**config.mk**
```make
export PLATFORM = sky130hd
export DESIGN_NAME = alternating_sweep_disk_scheduler_flat
export DESIGN_NICKNAME = d
export VERILOG_FILES = /design/src/rtl/asds_pkg.sv /design/src/rtl/asds_if.sv /design/src/rtl/asds_ram.sv /design/src/rtl/asds_cfg.sv /design/src/rtl/asds_scan.sv /design/src/rtl/alternating_sweep_disk_scheduler.sv /design/src/flat_wrapper.sv
export SDC_FILE = /design/constraint.sdc
export NUM_CORES = 1
export LEC_CHECK = 0
export ABC_AREA = 1
export ABC_CLOCK_PERIOD_IN_PS = 5750
export BUFFER_PORTS_ARGS = -buffer_cell sky130_fd_sc_hd__buf_2
export CAP_MARGIN = 30
export CORE_MARGIN = 4
export CORE_UTILIZATION = 62
export CTS_CLUSTER_SIZE = 8
export DETAILED_ROUTE_END_ITERATION = 10
export PLACE_DENSITY_LB_ADDON = 0.15
export SYNTH_ARGS = -nofsm -noshare
export SYNTH_HDL_FRONTEND = slang
export SYNTH_SLANG_ARGS = --single-unit
export TNS_END_PERCENT = 5
```
**constraint.sdc**
```tcl
create_clock -name i_clk -period 5.75 [get_ports i_clk]
set_input_delay 1.15 -clock i_clk [delete_from_list [all_inputs] [get_ports i_clk]]
set_output_delay 1.15 -clock i_clk [all_outputs]
set_load 0.02 [all_outputs]
```
**src/rtl/asds_pkg.sv**
```systemverilog
`timescale 1ns / 1ps
package asds_pkg;

    localparam int Q_DEPTH = 32;
    localparam int IDX_W   = $clog2(Q_DEPTH);
    localparam int CNT_W   = $clog2(Q_DEPTH + 1);

    localparam int LOC_W  = 16;
    localparam int PID_W  = 16;
    localparam int WORD_W = LOC_W + PID_W;
    localparam int TIME_W = 32;
    localparam int SVC_W  = 8;

    localparam int PADDR_W = 3;
    localparam int PDATA_W = 32;

    localparam logic [PADDR_W-3:0] REG_SERVICE_TIME = '0;
    localparam logic [SVC_W-1:0]   SVC_RESET        = SVC_W'(5);

    localparam logic MODE_ENQUEUE = 1'b0;
    localparam logic MODE_SWEEP   = 1'b1;

    // control for the shared compare unit, one slot per cycle
    typedef struct packed {
        logic             en;
        logic             first;
        logic             desc;
        logic [IDX_W-1:0] idx;
    } t_scan_ctl;

endpackage

```
**src/rtl/asds_if.sv**
```systemverilog
`timescale 1ns / 1ps
interface asds_req_if import asds_pkg::*; ();
    logic             valid;
    logic             ready;
    logic             mode;
    logic [LOC_W-1:0] location;
    logic [PID_W-1:0] process_id;

    modport source (output valid, output mode, output location, output process_id,
                    input ready);
    modport sink   (input valid, input mode, input location, input process_id,
                    output ready);
endinterface

interface asds_res_if import asds_pkg::*; ();
    logic              valid;
    logic              ready;
    logic [TIME_W-1:0] done_time;
    logic [PID_W-1:0]  served_process;
    logic [LOC_W-1:0]  served_location;
    logic              dropped;
    logic              last;

    modport source (output valid, output done_time, output served_process,
                    output served_location, output dropped, output last,
                    input ready);
    modport sink   (input valid, input done_time, input served_process,
                    input served_location, input dropped, input last,
                    output ready);
endinterface

```
**src/rtl/asds_ram.sv**
```systemverilog
`timescale 1ns / 1ps
module asds_ram #(
    parameter int WIDTH = 32,
    parameter int DEPTH = 32
) (
    input  logic                     i_clk,
    input  logic                     i_we,
    input  logic [$clog2(DEPTH)-1:0] i_waddr,
    input  logic [WIDTH-1:0]         i_wdata,
    input  logic                     i_re,
    input  logic [$clog2(DEPTH)-1:0] i_raddr,
    output logic [WIDTH-1:0]         o_rdata
);
    logic [WIDTH-1:0] r_mem [DEPTH];
    logic [WIDTH-1:0] r_rdata;

    always_ff @(posedge i_clk) begin
        if (i_we) begin
            r_mem[i_waddr] <= i_wdata;
        end
        // hold read data when no read is issued
        if (i_re) begin
            r_rdata <= r_mem[i_raddr];
        end
    end

    assign o_rdata = r_rdata;
endmodule

```
**src/rtl/asds_cfg.sv**
```systemverilog
`timescale 1ns / 1ps
module asds_cfg import asds_pkg::*; (
    input  logic               i_clk,
    input  logic               i_rst_n,
    input  logic               psel,
    input  logic               penable,
    input  logic               pwrite,
    input  logic [PADDR_W-1:0] paddr,
    input  logic [PDATA_W-1:0] pwdata,
    output logic [PDATA_W-1:0] prdata,
    output logic               pready,
    output logic [SVC_W-1:0]   o_service_time
);
    logic [SVC_W-1:0] r_service_time;
    logic             w_hit;

    assign w_hit  = paddr[PADDR_W-1:2] == REG_SERVICE_TIME;
    assign pready = 1'b1;

    always_ff @(posedge i_clk) begin
        if (!i_rst_n) begin
            r_service_time <= SVC_RESET;
        end else if (psel && penable && pwrite && pready && w_hit) begin
            r_service_time <= pwdata[SVC_W-1:0];
        end
    end

    assign prdata         = w_hit ? PDATA_W'(r_service_time) : '0;
    assign o_service_time = r_service_time;
endmodule

```
**src/rtl/asds_scan.sv**
```systemverilog
`timescale 1ns / 1ps
module asds_scan import asds_pkg::*; (
    input  logic              i_clk,
    input  t_scan_ctl         i_ctl,
    input  logic [WORD_W-1:0] i_word,
    output logic [IDX_W-1:0]  o_best_idx,
    output logic [WORD_W-1:0] o_best_word
);
    logic [IDX_W-1:0]  r_best_idx;
    logic [WORD_W-1:0] r_best_word;
    logic [LOC_W-1:0]  w_loc;
    logic [LOC_W-1:0]  w_best_loc;
    logic              w_better;

    assign w_loc      = i_word[WORD_W-1:PID_W];
    assign w_best_loc = r_best_word[WORD_W-1:PID_W];
    // strict compare: on equal locations the lower slot stays
    assign w_better   = i_ctl.desc ? (w_loc > w_best_loc) : (w_loc < w_best_loc);

    always_ff @(posedge i_clk) begin
        if (i_ctl.en && (i_ctl.first || w_better)) begin
            r_best_idx  <= i_ctl.idx;
            r_best_word <= i_word;
        end
    end

    assign o_best_idx  = r_best_idx;
    assign o_best_word = r_best_word;
endmodule

```
**src/rtl/alternating_sweep_disk_scheduler.sv**
```systemverilog
`timescale 1ns / 1ps
// Request item: taken while idle; a refused request (table full) goes to the drop state and
//   shows its result once the output is free; the block is ready again once it is loaded.
// Sweep item over n queued requests: each served request takes, for the k slots left,
//   k reads through the single slot-RAM port and the compare unit, a drain state and an
//   emit state that waits for a free output; ready stays low meanwhile.
// Reset (synchronous, active low) clears count, direction, clock and result valid and
//   sets service_time to 5; the slot RAM is not cleared and needs no clearing pass.
module alternating_sweep_disk_scheduler import asds_pkg::*; (
    input  logic               i_clk,
    input  logic               i_rst_n,
    asds_req_if.sink           i_req,
    asds_res_if.source         o_res,
    input  logic               psel,
    input  logic               penable,
    input  logic               pwrite,
    input  logic [PADDR_W-1:0] paddr,
    input  logic [PDATA_W-1:0] pwdata,
    output logic [PDATA_W-1:0] prdata,
    output logic               pready
);
    typedef enum logic [2:0] {
        S_IDLE,
        S_SCAN,
        S_WAIT,
        S_EMIT,
        S_DROP
    } t_state;

    // sequencer and queue state
    t_state            r_state,     n_state;
    logic [CNT_W-1:0]  r_count,     n_count;
    logic              r_desc,      n_desc;
    logic [TIME_W-1:0] r_clock,     n_clock;
    logic [IDX_W-1:0]  r_rd_idx,    n_rd_idx;
    logic              r_cmp_en,    n_cmp_en;
    logic [IDX_W-1:0]  r_cmp_idx,   n_cmp_idx;
    logic [LOC_W-1:0]  r_in_loc,    n_in_loc;
    logic [PID_W-1:0]  r_in_pid,    n_in_pid;

    // result register
    logic              r_out_valid, n_out_valid;
    logic [TIME_W-1:0] r_out_time,  n_out_time;
    logic [PID_W-1:0]  r_out_pid,   n_out_pid;
    logic [LOC_W-1:0]  r_out_loc,   n_out_loc;
    logic              r_out_drop,  n_out_drop;
    logic              r_out_last,  n_out_last;

    logic [SVC_W-1:0]  w_service_time;
    logic [TIME_W-1:0] w_next_clock;
    logic              w_out_free;
    logic              w_full;
    logic [CNT_W-1:0]  w_last_idx;
    logic              w_enqueue;
    logic              w_emit;

    logic              w_ram_we;
    logic [IDX_W-1:0]  w_ram_waddr;
    logic [WORD_W-1:0] w_ram_wdata;
    logic              w_ram_re;
    logic [WORD_W-1:0] w_ram_rdata;

    t_scan_ctl         w_scan_ctl;
    logic [IDX_W-1:0]  w_best_idx;
    logic [WORD_W-1:0] w_best_word;

    asds_cfg u_cfg (
        .i_clk          (i_clk),
        .i_rst_n        (i_rst_n),
        .psel           (psel),
        .penable        (penable),
        .pwrite         (pwrite),
        .paddr          (paddr),
        .pwdata         (pwdata),
        .prdata         (prdata),
        .pready         (pready),
        .o_service_time (w_service_time)
    );

    // slot table: location in the upper half, process id in the lower half
    asds_ram #(
        .WIDTH (WORD_W),
        .DEPTH (Q_DEPTH)
    ) u_slots (
        .i_clk   (i_clk),
        .i_we    (w_ram_we),
        .i_waddr (w_ram_waddr),
        .i_wdata (w_ram_wdata),
        .i_re    (w_ram_re),
        .i_raddr (r_rd_idx),
        .o_rdata (w_ram_rdata)
    );

    // compare unit sees one slot per cycle, in the cycle after its read address is issued
    assign w_scan_ctl.en    = r_cmp_en;
    assign w_scan_ctl.first = r_cmp_idx == '0;
    assign w_scan_ctl.desc  = r_desc;
    assign w_scan_ctl.idx   = r_cmp_idx;

    asds_scan u_scan (
        .i_clk       (i_clk),
        .i_ctl       (w_scan_ctl),
        .i_word      (w_ram_rdata),
        .o_best_idx  (w_best_idx),
        .o_best_word (w_best_word)
    );

    assign i_req.ready  = r_state == S_IDLE;
    assign w_out_free   = !r_out_valid || o_res.ready;
    assign w_full       = r_count == CNT_W'(Q_DEPTH);
    assign w_last_idx   = r_count - CNT_W'(1);
    assign w_next_clock = r_clock + TIME_W'(w_service_time);
    assign w_enqueue    = (r_state == S_IDLE) && i_req.valid && (i_req.mode == MODE_ENQUEUE)
                          && !w_full;
    assign w_emit       = (r_state == S_EMIT) && w_out_free;

    // Enqueue appends at the fill count. On service the last slot, which the scan read
    // last and the RAM still holds on its read port, moves into the freed slot.
    assign w_ram_we    = w_enqueue || w_emit;
    assign w_ram_waddr = w_emit ? w_best_idx : r_count[IDX_W-1:0];
    assign w_ram_wdata = w_emit ? w_ram_rdata : {i_req.location, i_req.process_id};
    assign w_ram_re    = r_state == S_SCAN;

    always_comb begin
        n_state     = r_state;
        n_count     = r_count;
        n_desc      = r_desc;
        n_clock     = r_clock;
        n_rd_idx    = r_rd_idx;
        n_cmp_en    = r_state == S_SCAN;
        n_cmp_idx   = r_rd_idx;
        n_in_loc    = r_in_loc;
        n_in_pid    = r_in_pid;
        n_out_valid = r_out_valid && !o_res.ready;
        n_out_time  = r_out_time;
        n_out_pid   = r_out_pid;
        n_out_loc   = r_out_loc;
        n_out_drop  = r_out_drop;
        n_out_last  = r_out_last;

        case (r_state)
            S_IDLE: begin
                if (i_req.valid) begin
                    n_in_loc = i_req.location;
                    n_in_pid = i_req.process_id;
                    if (i_req.mode == MODE_ENQUEUE) begin
                        if (w_full) begin
                            n_state = S_DROP;
                        end else begin
                            n_count = r_count + CNT_W'(1);
                        end
                    end else if (r_count == '0) begin
                        // empty sweep: flip direction only
                        n_desc = !r_desc;
                    end else begin
                        n_rd_idx = '0;
                        n_state  = S_SCAN;
                    end
                end
            end
            S_SCAN: begin
                // advance the read address up to the last occupied slot
                if (CNT_W'(r_rd_idx) == w_last_idx) begin
                    n_state = S_WAIT;
                end else begin
                    n_rd_idx = r_rd_idx + IDX_W'(1);
                end
            end
            S_WAIT: begin
                // last slot reaches the compare unit
                n_state = S_EMIT;
            end
            S_EMIT: begin
                if (w_out_free) begin
                    n_out_valid = 1'b1;
                    n_out_time  = w_next_clock;
                    n_out_pid   = w_best_word[PID_W-1:0];
                    n_out_loc   = w_best_word[WORD_W-1:PID_W];
                    n_out_drop  = 1'b0;
                    n_out_last  = r_count == CNT_W'(1);
                    n_clock     = w_next_clock;
                    n_count     = r_count - CNT_W'(1);
                    if (r_count == CNT_W'(1)) begin
                        n_desc  = !r_desc;
                        n_state = S_IDLE;
                    end else begin
                        n_rd_idx = '0;
                        n_state  = S_SCAN;
                    end
                end
            end
            S_DROP: begin
                if (w_out_free) begin
                    n_out_valid = 1'b1;
                    n_out_time  = '0;
                    n_out_pid   = r_in_pid;
                    n_out_loc   = r_in_loc;
                    n_out_drop  = 1'b1;
                    n_out_last  = 1'b1;
                    n_state     = S_IDLE;
                end
            end
            default: begin
                n_state = S_IDLE;
            end
        endcase
    end

    always_ff @(posedge i_clk) begin
        if (!i_rst_n) begin
            r_state     <= S_IDLE;
            r_count     <= '0;
            r_desc      <= 1'b0;
            r_clock     <= '0;
            r_rd_idx    <= '0;
            r_cmp_en    <= 1'b0;
            r_cmp_idx   <= '0;
            r_out_valid <= 1'b0;
        end else begin
            r_state     <= n_state;
            r_count     <= n_count;
            r_desc      <= n_desc;
            r_clock     <= n_clock;
            r_rd_idx    <= n_rd_idx;
            r_cmp_en    <= n_cmp_en;
            r_cmp_idx   <= n_cmp_idx;
            r_out_valid <= n_out_valid;
        end
        r_in_loc   <= n_in_loc;
        r_in_pid   <= n_in_pid;
        r_out_time <= n_out_time;
        r_out_pid  <= n_out_pid;
        r_out_loc  <= n_out_loc;
        r_out_drop <= n_out_drop;
        r_out_last <= n_out_last;
    end

    assign o_res.valid           = r_out_valid;
    assign o_res.done_time       = r_out_time;
    assign o_res.served_process  = r_out_pid;
    assign o_res.served_location = r_out_loc;
    assign o_res.dropped         = r_out_drop;
    assign o_res.last            = r_out_last;

    // fill count never passes the table depth
    a_count_bound: assert property (@(posedge i_clk) disable iff (!i_rst_n)
        r_count <= CNT_W'(Q_DEPTH))
        else $error("slot count above table depth");

    // a refused request only happens with a full table
    a_drop_full: assert property (@(posedge i_clk) disable iff (!i_rst_n)
        (r_state == S_DROP) |-> w_full)
        else $error("drop without full table");

    // scan reads only occupied slots
    a_scan_range: assert property (@(posedge i_clk) disable iff (!i_rst_n)
        (r_state == S_SCAN) |-> (CNT_W'(r_rd_idx) < r_count))
        else $error("scan read beyond occupied slots");

    // serving the final request empties the table, flips direction and goes idle
    a_sweep_end: assert property (@(posedge i_clk) disable iff (!i_rst_n)
        (w_emit && r_count == CNT_W'(1)) |=>
            (r_count == '0 && r_state == S_IDLE && r_desc != $past(r_desc)
             && o_res.valid && o_res.last))
        else $error("sweep did not close on final request");
endmodule

```
**src/flat_wrapper.sv**
```systemverilog
// flat-port wrapper written by rule: the top's interface ports become plain ports
module alternating_sweep_disk_scheduler_flat import asds_pkg::*;
  (i_clk, i_rst_n, psel, penable, pwrite, paddr, pwdata, prdata, pready, i_req_valid, i_req_mode, i_req_location, i_req_process_id, i_req_ready, o_res_valid, o_res_done_time, o_res_served_process, o_res_served_location, o_res_dropped, o_res_last, o_res_ready);
  asds_req_if i_req_i ();
  asds_res_if o_res_i ();
  input  logic i_clk;
  input  logic i_rst_n;
  input  logic psel;
  input  logic penable;
  input  logic pwrite;
  input  logic [PADDR_W-1:0] paddr;
  input  logic [PDATA_W-1:0] pwdata;
  output logic [PDATA_W-1:0] prdata;
  output logic pready;
  input wire logic [$bits(i_req_i.valid)-1:0] i_req_valid;
  input wire logic [$bits(i_req_i.mode)-1:0] i_req_mode;
  input wire logic [$bits(i_req_i.location)-1:0] i_req_location;
  input wire logic [$bits(i_req_i.process_id)-1:0] i_req_process_id;
  output wire logic [$bits(i_req_i.ready)-1:0] i_req_ready;
  output wire logic [$bits(o_res_i.valid)-1:0] o_res_valid;
  output wire logic [$bits(o_res_i.done_time)-1:0] o_res_done_time;
  output wire logic [$bits(o_res_i.served_process)-1:0] o_res_served_process;
  output wire logic [$bits(o_res_i.served_location)-1:0] o_res_served_location;
  output wire logic [$bits(o_res_i.dropped)-1:0] o_res_dropped;
  output wire logic [$bits(o_res_i.last)-1:0] o_res_last;
  input wire logic [$bits(o_res_i.ready)-1:0] o_res_ready;
  assign i_req_i.valid = i_req_valid;
  assign i_req_i.mode = i_req_mode;
  assign i_req_i.location = i_req_location;
  assign i_req_i.process_id = i_req_process_id;
  assign i_req_ready = i_req_i.ready;
  assign o_res_valid = o_res_i.valid;
  assign o_res_done_time = o_res_i.done_time;
  assign o_res_served_process = o_res_i.served_process;
  assign o_res_served_location = o_res_i.served_location;
  assign o_res_dropped = o_res_i.dropped;
  assign o_res_last = o_res_i.last;
  assign o_res_i.ready = o_res_ready;
  alternating_sweep_disk_scheduler u_core (.i_clk(i_clk), .i_rst_n(i_rst_n), .i_req(i_req_i), .o_res(o_res_i), .psel(psel), .penable(penable), .pwrite(pwrite), .paddr(paddr), .pwdata(pwdata), .prdata(prdata), .pready(pready));
endmodule
```
==> reports/results.txt <==
status: complete, no violations
Clk Latency, worst-skew pair: 0.77 ns
Avg Cell Area, Syn: 12.4 sq um
largest area contributor in the netlist: edfxtp_1
Design Area, Final: 57500 sq um
worst path required time: 6.19 ns
largest net degree at the start of global routing: 219
skew final: 0.0542 ns
synthesized area: 50500 sq um
Arr. time, crit path: 4.75 ns
Post-Route WL: 135000 microns
initial antenna violation count: 8
gpl congestion: 0.873
worst hold slack: 0.446 ns
critical path class: register to register
CTS Hold Buffers Added: 0
share of layout cells above drive strength 1: 0.109
die area: 86100 sq um
final setup vio count: 0
Max VDD drop: 0.330 mV
top cells by area, synth: edfxtp_1 (71%), o21ai_0 (5.8%), nor2_1 (4.7%)
Row Count: 104
Unique masters post-synth: 39
I/O pin cnt: 176
DRT Pass-1 Iters: 6
area of the multi-input gates: 12000 sq um
ant diodes: 0
CTS root buf: clkbuf_16
CTS Buffer Depth: 3
Yosys warnings: 0
CTS tree: yes
Seq. cell area: 37000 sq um
wire length per cell: 25.4 microns
number of global-route vias before repair: 32.3k
Startpoint Class: register
total power: 23.5 mW
Leakage Power: 19.9 nW
P&R area growth vs syn: 13.8%
final setup TNS: 0 ns
GRT Total Usage: 0.311
Num CTS Buffers: 174
Sink Count: 1253
Tmin final: 4.32 ns
Vias: 33.5k
Post-Place Cell Area: 52500 sq um
#FFs+latches synth: 1253
Die Wd: 293 microns
core area: 80700 sq um
first-pass GRT wire length: 199000 microns
Die Ht: 293 microns
final period utilization: 0.751
register-to-register setup slack: 1.43 ns
Hold Crit Class: register to register
Initial Util: 0.626
Tightest Pin Transition: 1.15 ns
cells after synthesis: 4070
Fin. Hold Viols: 0
# DRC: 0
grt ovf: 0
clock slew at reported path FFs: 0.05 ns
initial detailed-routing violation count: 4243
Max-Cap Viols: 0
register area share after synthesis: 0.733
port buffer count: 124
fmax: 232 MHz
Slew HR: 0.231
crit end category: register
NumNets Final: 4304
Final Core Density: 0.713
Critical Path Fanout Max: 31
Slew Limit Fails: 0
CTS H-tree depth: 4
Detailed Place HPWL: 73400 microns
fill cell total of the finished layout: 5265
Power Density: 409 nW/um^2
Post-CTS Setup Inserts: 0
DRT antenna net count: 0
post-CTS sizing: 0
post-synth top area share: 0.708
RSZ-0062 raised after global routing: false
Vias/cell: 6.32
flip-flops by register name (all words and copies together) (netlist names), 6 cells and up:
| register | cells |
|---|---|
| u_core.r_in_loc | 16 |
| u_core.u_slots.o_rdata | 32 |
| u_core.r_in_pid | 16 |
| u_core.u_slots.r_mem | 1024 |
| u_core.r_clock | 32 |
| u_core.u_scan.o_best_word | 32 |
| u_core.o_res.served_process | 16 |
| u_core.r_count | 6 |
| u_core.o_res.served_location | 16 |
| u_core.o_res.done_time | 32 |
| u_core.u_cfg.o_service_time | 8 |
logic make-up after synthesis:
group,share of synthesized area
compound gates,0.114
xor+xnor,0.00277
fa+ha+maj,0.00758
buf+inv,0.0363
flops,0.733
other cells,0.000149
simple gates,0.107
cells in the mapped netlist (all sizes together):
cell type     n
edfxtp     1191
nor2        639
o21ai       623
nand2       447
clkbuf      207
nand3       192
o221ai      180
inv         168
a21oi       110
buf          73
dfxtp        62
o22ai        58
ha           29
nor3         18
nand4        16
and2         14
xor2         13
o211ai       11
a21boi        3
xnor2         3
a31oi         2
and3          2
conb          2
clkinv        1
fa            1
nand3b        1
nor3b         1
o21a          1
o31ai         1
or2           1
worst paths after layout:
check                           start                           end  depth (start not counted)
hold reg to reg   u_core.r_cmp_idx[3]   u_core.u_scan.o_best_idx[3]                          0
setup reg to reg    u_core.r_state[0]  u_core.u_slots.r_mem[14][17]                          9
setup / recovery    u_core.r_state[0]  u_core.u_slots.r_mem[14][17]                          9
hold / removal    u_core.r_cmp_idx[3]   u_core.u_scan.o_best_idx[3]                          0
placed cells by master (no fill, tap or decap), types with 25 or more instances in the layout:
master     count
o22ai_1       58
clkbuf_1      28
o21ai_0      589
inv_1        159
a21oi_1      110
nand2_1      447
o221ai_1     180
nand3_1      189
buf_2        124
conb_1        25
edfxtp_1    1191
clkbuf_16    174
dfxtp_1       57
nor2_4        35
o21ai_1       30
ha_1          29
buf_4         58
nor2_1       602
cell type report:
cell class | instances | area share
Clock buffer | 202 | 0.0776
Clock inverter | 15 | 0.00592
Inverter | 169 | 0.0114
Multi-Input combinational cell | 2391 | 0.209
Sequential cell | 1253 | 0.644
Tap cell | 1060 | 0.0231
Timing Repair Buffer | 210 | 0.0287
where the power goes:
part	switching [mW]	internal (mW)	total [mW]	leakage [nW]
Clock	3.66	5.43	9.09	2.32
Combinational	2.65	0.958	3.61	6.36
Sequential	0.235	10.6	10.8	11.3
Total	6.55	17.0	23.5	19.9
worst max-delay path, cell delays in order (launching register included):
cell and delay, ns:
dfxtp_1 0.41, nand2_1 0.17, nor2_2 0.47, inv_2 0.23
nor2_8 0.13, inv_2 0.34, o21ai_2 0.43, nand3_2 0.52
nor2_4 0.92, buf_4 0.39
through the flow:
step	setup slack, ns	std cells
floorplan	1.20	4093
global placement	0.951	5072
detailed placement	0.939	5077
CTS	1.54	5294
global route	1.17	5300
finish	1.43	5300
routing by layer:
metal	global-route usage	wire [microns]	part of all wire
met1	0.426	51700	0.38
met2	0.468	61000	0.45
met3	0.103	17100	0.13
met4	0.122	4700	0.035
met5	0	64	0.00048
Note: power is estimated with default switching activity, not from simulation.
